[src/rtl/fbsba_pkg.sv]
`default_nettype none
// ============================================================================
// fbsba_pkg
// Shared widths, defaults and pixel payload type for the fit-box scaled blit
// address generator.
// ============================================================================
package fbsba_pkg;

    // field widths
    localparam int POS_W     = 10;
    localparam int TEX_W     = 11;
    localparam int ID_W      = 16;
    localparam int BOX_IDX_W = 6;
    localparam int FA_W      = 17;
    localparam int TO_W      = 20;

    // fixed point fraction bits of the scale steps
    localparam int FRAC_W = 10;

    // stream widths
    localparam int S_DATA_W = 72;
    localparam int M_DATA_W = 56;

    // parameter defaults
    localparam int SCREEN_WIDTH_DEF  = 320;
    localparam int SCREEN_HEIGHT_DEF = 240;
    localparam int BOX_SIZE_DEF      = 64;
    localparam int MAX_TEX_DIM_DEF   = 1024;

    // per pixel payload carried along the pipeline
    typedef struct packed {
        logic                 ok;
        logic                 w_gt_h;
        logic [TEX_W-1:0]     w;
        logic [TEX_W-1:0]     h;
        logic [ID_W-1:0]      tid;
        logic [BOX_IDX_W-1:0] col;
        logic [BOX_IDX_W-1:0] row;
        logic [POS_W-1:0]     sx;
        logic [POS_W-1:0]     sy;
    } pix_t;

endpackage

`default_nettype wire

[src/rtl/fbsba_div.sv]
`default_nettype none
// ============================================================================
// fbsba_div
// Pipelined restoring divider, one quotient bit per register stage. The
// quotient comes from the last stage; stages advance only while en is high.
// Operands must satisfy dividend < divisor * 2**QUO_W.
// ============================================================================
module fbsba_div
    import fbsba_pkg::*;
#(
    parameter int DVD_W = 21,
    parameter int DVS_W = 11,
    parameter int QUO_W = 11
)
(
    input  wire logic             clk,
    input  wire logic             en,
    input  wire logic [DVD_W-1:0] dividend,
    input  wire logic [DVS_W-1:0] divisor,
    output      logic [QUO_W-1:0] quotient
);

    localparam int CMP_W = DVS_W + QUO_W;

    logic [DVD_W-1:0] rem_reg [QUO_W-1];
    logic [DVS_W-1:0] dvs_reg [QUO_W-1];
    logic [QUO_W-1:0] quo_reg [QUO_W];

    // one stage per quotient bit, most significant bit first
    for (genvar k = 0; k < QUO_W; k++)
    begin : g_stage
        localparam int BIT = QUO_W - 1 - k;

        logic [DVD_W-1:0] rem_in;
        logic [DVS_W-1:0] dvs_in;
        logic [QUO_W-1:0] quo_in;
        logic [CMP_W-1:0] shifted;
        logic [CMP_W-1:0] diff;
        logic             take;
        logic [QUO_W-1:0] quo_next;

        if (k == 0)
        begin : g_first
            assign rem_in = dividend;
            assign dvs_in = divisor;
            assign quo_in = '0;
        end
        else
        begin : g_rest
            assign rem_in = rem_reg[k-1];
            assign dvs_in = dvs_reg[k-1];
            assign quo_in = quo_reg[k-1];
        end

        // trial subtract of the shifted divisor
        assign shifted = CMP_W'(dvs_in) << BIT;
        assign diff    = CMP_W'(rem_in) - shifted;
        assign take    = (CMP_W'(rem_in) >= shifted);

        always_comb
        begin
            quo_next      = quo_in;
            quo_next[BIT] = take;
        end

        always_ff @(posedge clk)
        begin
            if (en)
            begin
                quo_reg[k] <= quo_next;
            end
        end

        if (k < QUO_W - 1)
        begin : g_carry
            logic [DVD_W-1:0] rem_next;

            assign rem_next = take ? diff[DVD_W-1:0] : rem_in;

            always_ff @(posedge clk)
            begin
                if (en)
                begin
                    rem_reg[k] <= rem_next;
                    dvs_reg[k] <= dvs_in;
                end
            end
        end
    end

    assign quotient = quo_reg[QUO_W-1];

endmodule

`default_nettype wire

[src/rtl/fit_box_scaled_blit_address.sv]
`default_nettype none
// ============================================================================
// fit_box_scaled_blit_address
// Per pixel address generator for a nearest neighbor blit of a texture fitted
// into a square box with its aspect ratio kept.
// ============================================================================
// One transaction is taken every clock cycle unless the output stalls. Its
// result passes the stage 1, fit divider, stage 2, step divider, stage 3 and
// output registers; the two bit-per-stage dividers set the depth. The first
// finds the short side ratio, the second, doubled for both axes, finds the
// texel steps. A stall on the output side holds the whole pipeline, and no
// result is lost or repeated. Pixels outside the fitted box, off screen, or
// of a texture with a side of zero or above MAX_TEX_DIM come out with visible
// low and zero addresses; the texture handle is always passed through.
module fit_box_scaled_blit_address
    import fbsba_pkg::*;
#(
    parameter int SCREEN_WIDTH  = SCREEN_WIDTH_DEF,
    parameter int SCREEN_HEIGHT = SCREEN_HEIGHT_DEF,
    parameter int BOX_SIZE      = BOX_SIZE_DEF,
    parameter int MAX_TEX_DIM   = MAX_TEX_DIM_DEF
)
(
    input  wire logic                clk,
    input  wire logic                rst_n,
    input  wire logic                s_axis_tvalid,
    output      logic                s_axis_tready,
    // pos_x, pos_y, tex_width, tex_height, texture_id, box_col, box_row
    input  wire logic [S_DATA_W-1:0] s_axis_tdata,
    output      logic                m_axis_tvalid,
    input  wire logic                m_axis_tready,
    // frame_address, texel_offset, texture_out
    output      logic [M_DATA_W-1:0] m_axis_tdata,
    // visible
    output      logic [0:0]          m_axis_tuser
);

    localparam int BOX_W = $clog2(BOX_SIZE + 1);
    localparam int Q1_W  = FRAC_W + 1;
    localparam int DVD_W = TEX_W + FRAC_W;
    localparam int QS_W  = DVD_W;
    localparam int FIT_W = Q1_W + BOX_W;
    localparam int TC_W  = BOX_IDX_W + QS_W - FRAC_W;
    localparam int TP_W  = TC_W + TEX_W;

    logic en;

    // input fields
    logic [POS_W-1:0]     in_px;
    logic [POS_W-1:0]     in_py;
    logic [TEX_W-1:0]     in_w;
    logic [TEX_W-1:0]     in_h;
    logic [ID_W-1:0]      in_tid;
    logic [BOX_IDX_W-1:0] in_col;
    logic [BOX_IDX_W-1:0] in_row;

    // stage 1
    logic [POS_W:0]   sx_full;
    logic [POS_W:0]   sy_full;
    logic             tex_ok;
    logic             on_screen;
    pix_t             s1_pix_next;
    logic [DVD_W-1:0] s1_dvd_next;
    logic [TEX_W-1:0] s1_dvs_next;
    logic             s1_vld_reg;
    pix_t             s1_pix_reg;
    logic [DVD_W-1:0] s1_dvd_reg;
    logic [TEX_W-1:0] s1_dvs_reg;

    // fit divider alignment
    logic [Q1_W-1:0] q1;
    logic [Q1_W-1:0] d1_vld_reg;
    pix_t            d1_pix_reg [Q1_W];
    pix_t            d1_pix;

    // stage 2
    logic [FIT_W-1:0] fit_prod;
    logic [BOX_W-1:0] fit_raw;
    logic [BOX_W-1:0] fit_short;
    logic [BOX_W-1:0] fw;
    logic [BOX_W-1:0] fh;
    logic             in_box;
    pix_t             s2_pix_next;
    logic             s2_vld_reg;
    pix_t             s2_pix_reg;
    logic [DVD_W-1:0] s2_dvdx_reg;
    logic [DVD_W-1:0] s2_dvdy_reg;
    logic [BOX_W-1:0] s2_dvsx_reg;
    logic [BOX_W-1:0] s2_dvsy_reg;

    // step divider alignment
    logic [QS_W-1:0] stepx;
    logic [QS_W-1:0] stepy;
    logic [QS_W-1:0] d2_vld_reg;
    pix_t            d2_pix_reg [QS_W];
    pix_t            d2_pix;

    // stage 3
    logic [BOX_IDX_W+QS_W-1:0] tcol_prod;
    logic [BOX_IDX_W+QS_W-1:0] trow_prod;
    logic [FA_W-1:0]           fprod_next;
    logic                      s3_vld_reg;
    pix_t                      s3_pix_reg;
    logic [TC_W-1:0]           s3_tcol_reg;
    logic [TC_W-1:0]           s3_trow_reg;
    logic [FA_W-1:0]           s3_fprod_reg;

    // output stage
    logic [TP_W-1:0] toff_full;
    logic [TO_W-1:0] out_toff_next;
    logic [FA_W-1:0] out_faddr_next;
    logic            out_vld_reg;
    logic            out_vis_reg;
    logic [FA_W-1:0] out_faddr_reg;
    logic [TO_W-1:0] out_toff_reg;
    logic [ID_W-1:0] out_tid_reg;

    // whole pipeline moves unless a held result waits
    assign en            = !out_vld_reg || m_axis_tready;
    assign s_axis_tready = en;

    // unpack the input transaction
    assign in_px  = s_axis_tdata[9:0];
    assign in_py  = s_axis_tdata[19:10];
    assign in_w   = s_axis_tdata[30:20];
    assign in_h   = s_axis_tdata[41:31];
    assign in_tid = s_axis_tdata[57:42];
    assign in_col = s_axis_tdata[63:58];
    assign in_row = s_axis_tdata[69:64];

    // stage 1: texture checks, screen position, fit divider operands
    always_comb
    begin
        sx_full   = {in_px[POS_W-1], in_px} + (POS_W+1)'(in_col);
        sy_full   = {in_py[POS_W-1], in_py} + (POS_W+1)'(in_row);
        tex_ok    = (in_w != '0) && (in_h != '0)
                    && (32'(in_w) <= 32'(MAX_TEX_DIM))
                    && (32'(in_h) <= 32'(MAX_TEX_DIM));
        on_screen = !sx_full[POS_W] && (32'(sx_full[POS_W-1:0]) < 32'(SCREEN_WIDTH))
                    && !sy_full[POS_W] && (32'(sy_full[POS_W-1:0]) < 32'(SCREEN_HEIGHT));

        s1_pix_next.ok     = tex_ok && on_screen;
        s1_pix_next.w_gt_h = (in_w > in_h);
        s1_pix_next.w      = in_w;
        s1_pix_next.h      = in_h;
        s1_pix_next.tid    = in_tid;
        s1_pix_next.col    = in_col;
        s1_pix_next.row    = in_row;
        s1_pix_next.sx     = sx_full[POS_W-1:0];
        s1_pix_next.sy     = sy_full[POS_W-1:0];

        // short side over long side
        if (s1_pix_next.w_gt_h)
        begin
            s1_dvd_next = {in_h, FRAC_W'(0)};
            s1_dvs_next = in_w;
        end
        else
        begin
            s1_dvd_next = {in_w, FRAC_W'(0)};
            s1_dvs_next = in_h;
        end
    end

    always_ff @(posedge clk)
    begin
        if (en)
        begin
            s1_pix_reg <= s1_pix_next;
            s1_dvd_reg <= s1_dvd_next;
            s1_dvs_reg <= s1_dvs_next;
        end
    end

    // ratio of short to long side
    fbsba_div #(
        .DVD_W (DVD_W),
        .DVS_W (TEX_W),
        .QUO_W (Q1_W)
    ) u_div_fit (
        .clk      (clk),
        .en       (en),
        .dividend (s1_dvd_reg),
        .divisor  (s1_dvs_reg),
        .quotient (q1)
    );

    // payload delay matching the fit divider
    always_ff @(posedge clk)
    begin
        if (en)
        begin
            d1_pix_reg[0] <= s1_pix_reg;
            for (int k = 1; k < Q1_W; k++)
            begin
                d1_pix_reg[k] <= d1_pix_reg[k-1];
            end
        end
    end

    assign d1_pix = d1_pix_reg[Q1_W-1];

    // stage 2: fitted sides, box test, step divider operands
    always_comb
    begin
        fit_prod  = FIT_W'(q1) * FIT_W'(BOX_SIZE);
        fit_raw   = fit_prod[FRAC_W +: BOX_W];
        // a fitted side that rounds to nothing still gets one pixel
        fit_short = (fit_raw == '0) ? BOX_W'(1) : fit_raw;
        fw        = d1_pix.w_gt_h ? BOX_W'(BOX_SIZE) : fit_short;
        fh        = d1_pix.w_gt_h ? fit_short : BOX_W'(BOX_SIZE);
        in_box    = (32'(d1_pix.col) < 32'(fw)) && (32'(d1_pix.row) < 32'(fh));

        s2_pix_next    = d1_pix;
        s2_pix_next.ok = d1_pix.ok && in_box;
    end

    always_ff @(posedge clk)
    begin
        if (en)
        begin
            s2_pix_reg  <= s2_pix_next;
            s2_dvdx_reg <= {d1_pix.w, FRAC_W'(0)};
            s2_dvdy_reg <= {d1_pix.h, FRAC_W'(0)};
            s2_dvsx_reg <= fw;
            s2_dvsy_reg <= fh;
        end
    end

    // texel steps for both axes
    fbsba_div #(
        .DVD_W (DVD_W),
        .DVS_W (BOX_W),
        .QUO_W (QS_W)
    ) u_div_stepx (
        .clk      (clk),
        .en       (en),
        .dividend (s2_dvdx_reg),
        .divisor  (s2_dvsx_reg),
        .quotient (stepx)
    );

    fbsba_div #(
        .DVD_W (DVD_W),
        .DVS_W (BOX_W),
        .QUO_W (QS_W)
    ) u_div_stepy (
        .clk      (clk),
        .en       (en),
        .dividend (s2_dvdy_reg),
        .divisor  (s2_dvsy_reg),
        .quotient (stepy)
    );

    // payload delay matching the step dividers
    always_ff @(posedge clk)
    begin
        if (en)
        begin
            d2_pix_reg[0] <= s2_pix_reg;
            for (int k = 1; k < QS_W; k++)
            begin
                d2_pix_reg[k] <= d2_pix_reg[k-1];
            end
        end
    end

    assign d2_pix = d2_pix_reg[QS_W-1];

    // stage 3: texel column and row, screen row offset
    always_comb
    begin
        tcol_prod  = (BOX_IDX_W+QS_W)'(d2_pix.col) * (BOX_IDX_W+QS_W)'(stepx);
        trow_prod  = (BOX_IDX_W+QS_W)'(d2_pix.row) * (BOX_IDX_W+QS_W)'(stepy);
        fprod_next = FA_W'(32'(d2_pix.sy) * 32'(SCREEN_WIDTH));
    end

    always_ff @(posedge clk)
    begin
        if (en)
        begin
            s3_pix_reg   <= d2_pix;
            s3_tcol_reg  <= tcol_prod[FRAC_W +: TC_W];
            s3_trow_reg  <= trow_prod[FRAC_W +: TC_W];
            s3_fprod_reg <= fprod_next;
        end
    end

    // output stage: final addresses, zero when not drawn
    always_comb
    begin
        toff_full      = TP_W'(s3_tcol_reg) * TP_W'(s3_pix_reg.h) + TP_W'(s3_trow_reg);
        out_toff_next  = s3_pix_reg.ok ? toff_full[TO_W-1:0] : '0;
        out_faddr_next = s3_pix_reg.ok ? (s3_fprod_reg + FA_W'(s3_pix_reg.sx)) : '0;
    end

    always_ff @(posedge clk)
    begin
        if (en)
        begin
            out_vis_reg   <= s3_pix_reg.ok;
            out_faddr_reg <= out_faddr_next;
            out_toff_reg  <= out_toff_next;
            out_tid_reg   <= s3_pix_reg.tid;
        end
    end

    // valid bits travel with the data
    always_ff @(posedge clk or negedge rst_n)
    begin
        if (!rst_n)
        begin
            s1_vld_reg  <= 1'b0;
            d1_vld_reg  <= '0;
            s2_vld_reg  <= 1'b0;
            d2_vld_reg  <= '0;
            s3_vld_reg  <= 1'b0;
            out_vld_reg <= 1'b0;
        end
        else if (en)
        begin
            s1_vld_reg  <= s_axis_tvalid;
            d1_vld_reg  <= {d1_vld_reg[Q1_W-2:0], s1_vld_reg};
            s2_vld_reg  <= d1_vld_reg[Q1_W-1];
            d2_vld_reg  <= {d2_vld_reg[QS_W-2:0], s2_vld_reg};
            s3_vld_reg  <= d2_vld_reg[QS_W-1];
            out_vld_reg <= s3_vld_reg;
        end
    end

    // pack the result transaction
    assign m_axis_tvalid = out_vld_reg;
    assign m_axis_tdata  = {(M_DATA_W-FA_W-TO_W-ID_W)'(0), out_tid_reg, out_toff_reg,
                            out_faddr_reg};
    assign m_axis_tuser  = out_vis_reg;

endmodule

`default_nettype wire

[config.mk]
export PLATFORM = sky130hd
export DESIGN_NAME = fit_box_scaled_blit_address
export DESIGN_NICKNAME = d
export VERILOG_FILES = /design/src/rtl/fbsba_pkg.sv /design/src/rtl/fbsba_div.sv /design/src/rtl/fit_box_scaled_blit_address.sv
export SDC_FILE = /design/constraint.sdc
export NUM_CORES = 2
export LEC_CHECK = 0
export ABC_AREA = 0
export BUFFER_PORTS_ARGS = -buffer_cell sky130_fd_sc_hd__buf_2
export CORE_MARGIN = 2
export CORE_UTILIZATION = 65
export DETAILED_ROUTE_END_ITERATION = 8
export GPL_TIMING_DRIVEN = 0
export PLACE_DENSITY = 0.82
export SYNTH_ARGS = -nofsm -noshare
export SYNTH_HDL_FRONTEND = slang
export SYNTH_MEMORY_MAX_BITS = 65536
export SYNTH_SLANG_ARGS = --single-unit
[constraint.sdc]
create_clock -name clk -period 371.3 [get_ports clk]
set_input_delay 37.13 -clock clk [delete_from_list [all_inputs] [get_ports clk]]
set_output_delay 37.13 -clock clk [all_outputs]
set_load 0.005 [all_outputs]
==> impl_metrics.tcl <==
set metrics [dict create \
    outcome "complete, no violations" \
    grt-ovfl-total 0 \
    drt-pass1-iter-count 9 \
    regToRegStartpoint "s3_pix_reg[51]" \
    grt_use_total_pct 23.4 \
    cts_max_level 5 \
    syn_area_mm2 0.150 \
    dieArea_mm2 0.234 \
    area_delta_synth_final_pct 12.0 \
    grt_max_degree 78 \
    arrival_ns 39.25 \
    wl_per_cell_um 21.4 \
    die_h_um 484 \
    drv_cap 0 \
    hpwlAfterDp_um 147000 \
    hp-start "u_div_stepx.quo_reg[4][73]" \
    postCtsSetupBuffers 0 \
    max_freq_mhz 13.1 \
    clk_pin_slew_ns 0.06 \
    synth_area_leaders "edfxtp_1 (76%), fa_1 (4.3%), ha_1 (4.0%)" \
    antenna_found_initial 6 \
    ys_async_sr_fraction_pct 0.941 \
    io_buffers 128 \
    period_share_pct 20.6 \
    synth_edf_count 3788 \
    nNetsFinal 10200 \
    drv_slew 0 \
    drt_iter0_drc 7316 \
    period_needed_ns 76.38 \
    synth_cell_types 80 \
    syn_inst 8744 \
    cts-resized-gates 0 \
    wirelength_um 270000 \
    route.vias.total 73000 \
    grt_pass1_wl_um 426000 \
    die_x_um 484 \
    synthTopCellsByCount "edfxtp_1 (3788), inv_1 (906), nand2_1 (608), ha_1 (480), fa_1 (324)" \
    clkLatencyLatePin_ns 0.97 \
    hold_buffers 0 \
    yosysMostFrequentCell "edfxtp_1" \
    largest_register_ffs 1315 \
    skew_ns 0.0681 \
    cts.sinks 3824 \
    syn_avg_cell_area_um2 17.1 \
    layout-drive-gt1-share_pct 8.77 \
    hold_violations 0 \
    ys_ff_latch 3824 \
    ys.flop_type "edfxtp_1" \
    post-synth-top-area-cell "edfxtp_1" \
    rsz0062_at_grt "no" \
    yosysSeqAreaShare_pct 76.6 \
    initial_core_util_pct 65.2 \
    globalplace.congestion 0.856 \
    critPathMostFrequentCell "buf_2" \
    ios 135 \
    relSlewSlack_pct 17.3 \
    cts_buffers 378 \
    rows 176 \
    core_area_mm2 0.229 \
    cp-end-kind "primary output" \
    drc 0 \
    ys_warn_count 0 \
    netlist.area_leader.share_pct 76.0 \
    tightest_slew_ns 1.23 \
    setup_viol 0 \
    cp.required_ns 334.17 \
    ant_nets 0 \
    avgViaCountPerCell 5.78 \
    crit_path_start "m_axis_tready" \
    setup_tns_ns 0 \
    tritoncts "done" \
    cp_cell_sequence "buf_2 > nand2b_1 > clkbuf_1 > clkbuf_4 > buf_16 > buf_12 > buf_2" \
    cts.path.max_buffers 4 \
    root_buffer "clkbuf_16" \
    critical_path_class "input port to primary output" \
    grt_pass1_vias 77300 \
    hold_class "flip-flop to flip-flop" \
    cpMaxStageDelayCell "clkbuf_4" \
    cpPeakStageDelay_ns 0.75 \
    path_max_fanout 49 \
    cp-start-kind "input port" \
]
[metrics by stage]
step	hold slack [ns]	cells	util, %	worst slack [ns]	instance area (um^2)
5_1_grt	0.374	12600	73.1	294.69	168000
3_3_place_gp	0.400	11900	67.1	154.57	154000
4_1_cts	0.359	12600	73.1	294.91	168000
2_1_floorplan	0.400	8746	-	194.76	150000
6_report	0.370	12600	73.1	294.92	168000
3_5_place_dp	0.405	12000	67.8	294.95	156000
[placed cells by master (no fill, tap or decap), types with 39 or more instances in the layout]
master,netlist,routed
clkinv_1,0,70
xor2_1,173,173
clkbuf_1,100,167
a21oi_1,204,204
or3_1,39,39
o21ai_0,294,294
nand3_1,62,62
nand2_1,608,608
nor2b_1,105,105
and2_1,157,157
clkinv_2,0,60
nand2b_1,90,90
ha_1,480,480
buf_2,1,129
a21o_1,94,94
edfxtp_1,3788,3788
mux2_2,92,92
xnor2_1,232,232
inv_1,906,906
nor3_1,103,103
nand4_1,56,56
buf_16,0,55
fa_1,324,324
a21boi_0,58,58
nor2_1,299,299
nor4_1,83,82
clkbuf_16,0,383
o31ai_1,44,44
[routing by layer]
| layer | global-route usage [%] | up-vias | part of all wire (%) |
|---|---|---|---|
| met5 | 0 | - | 0.091 |
| met4 | 10.8 | 8 | 5.0 |
| met3 | 4.33 | 1017 | 5.3 |
| met2 | 42.7 | 2916 | 54 |
| met1 | 26.7 | 36000 | 36 |
| li1 | - | 33000 | - |
[final timing paths]
path | depth (start not counted) | slack [ns] | to
max in group asynchronous | 1 | 334.53 | d1_vld_reg[1]
setup reg to reg | 22 | 364.80 | out_toff_reg[18]
hold reg to reg | 0 | 0.37 | u_div_stepx.quo_reg[5][10]
min in group asynchronous | 1 | 36.28 | d1_vld_reg[5]
setup / recovery | 7 | 294.92 | s_axis_tready
hold / removal | 0 | 0.37 | u_div_stepx.quo_reg[5][10]
[final cells by class]
cell class,instances,area (um^2)
buffer,108,422
timing repair buffer,187,2230
clock inverter,210,2090
sequential,3824,115000
antenna,2,5.00
inverter,907,3400
clock buffer,454,9880
multi-input combinational,3907,31200
fill,12500,61800
tap,3026,3790
[worst max-delay path: cells and delay by family]
family | cells | cell delay (ns)
simple gates | 1 | 0.08
buf+inv | 6 | 1.97
[cell families (layout without fill, tap and decap cells)]
logic type	count (synthesis)	in the layout	synth area share, %
simple gates	1712	1712	5.63
xor+xnor	405	405	2.37
mux	128	128	0.933
compound gates	855	855	3.54
flops	3824	3824	76.6
fa+ha+maj	804	804	8.35
buf+inv	1015	1866	2.55
other cells	1	5	0.00251
Power is left out: the tool's default activity adds up to more than one toggle a clock period on the data nets, which glitch-free logic cannot reach.
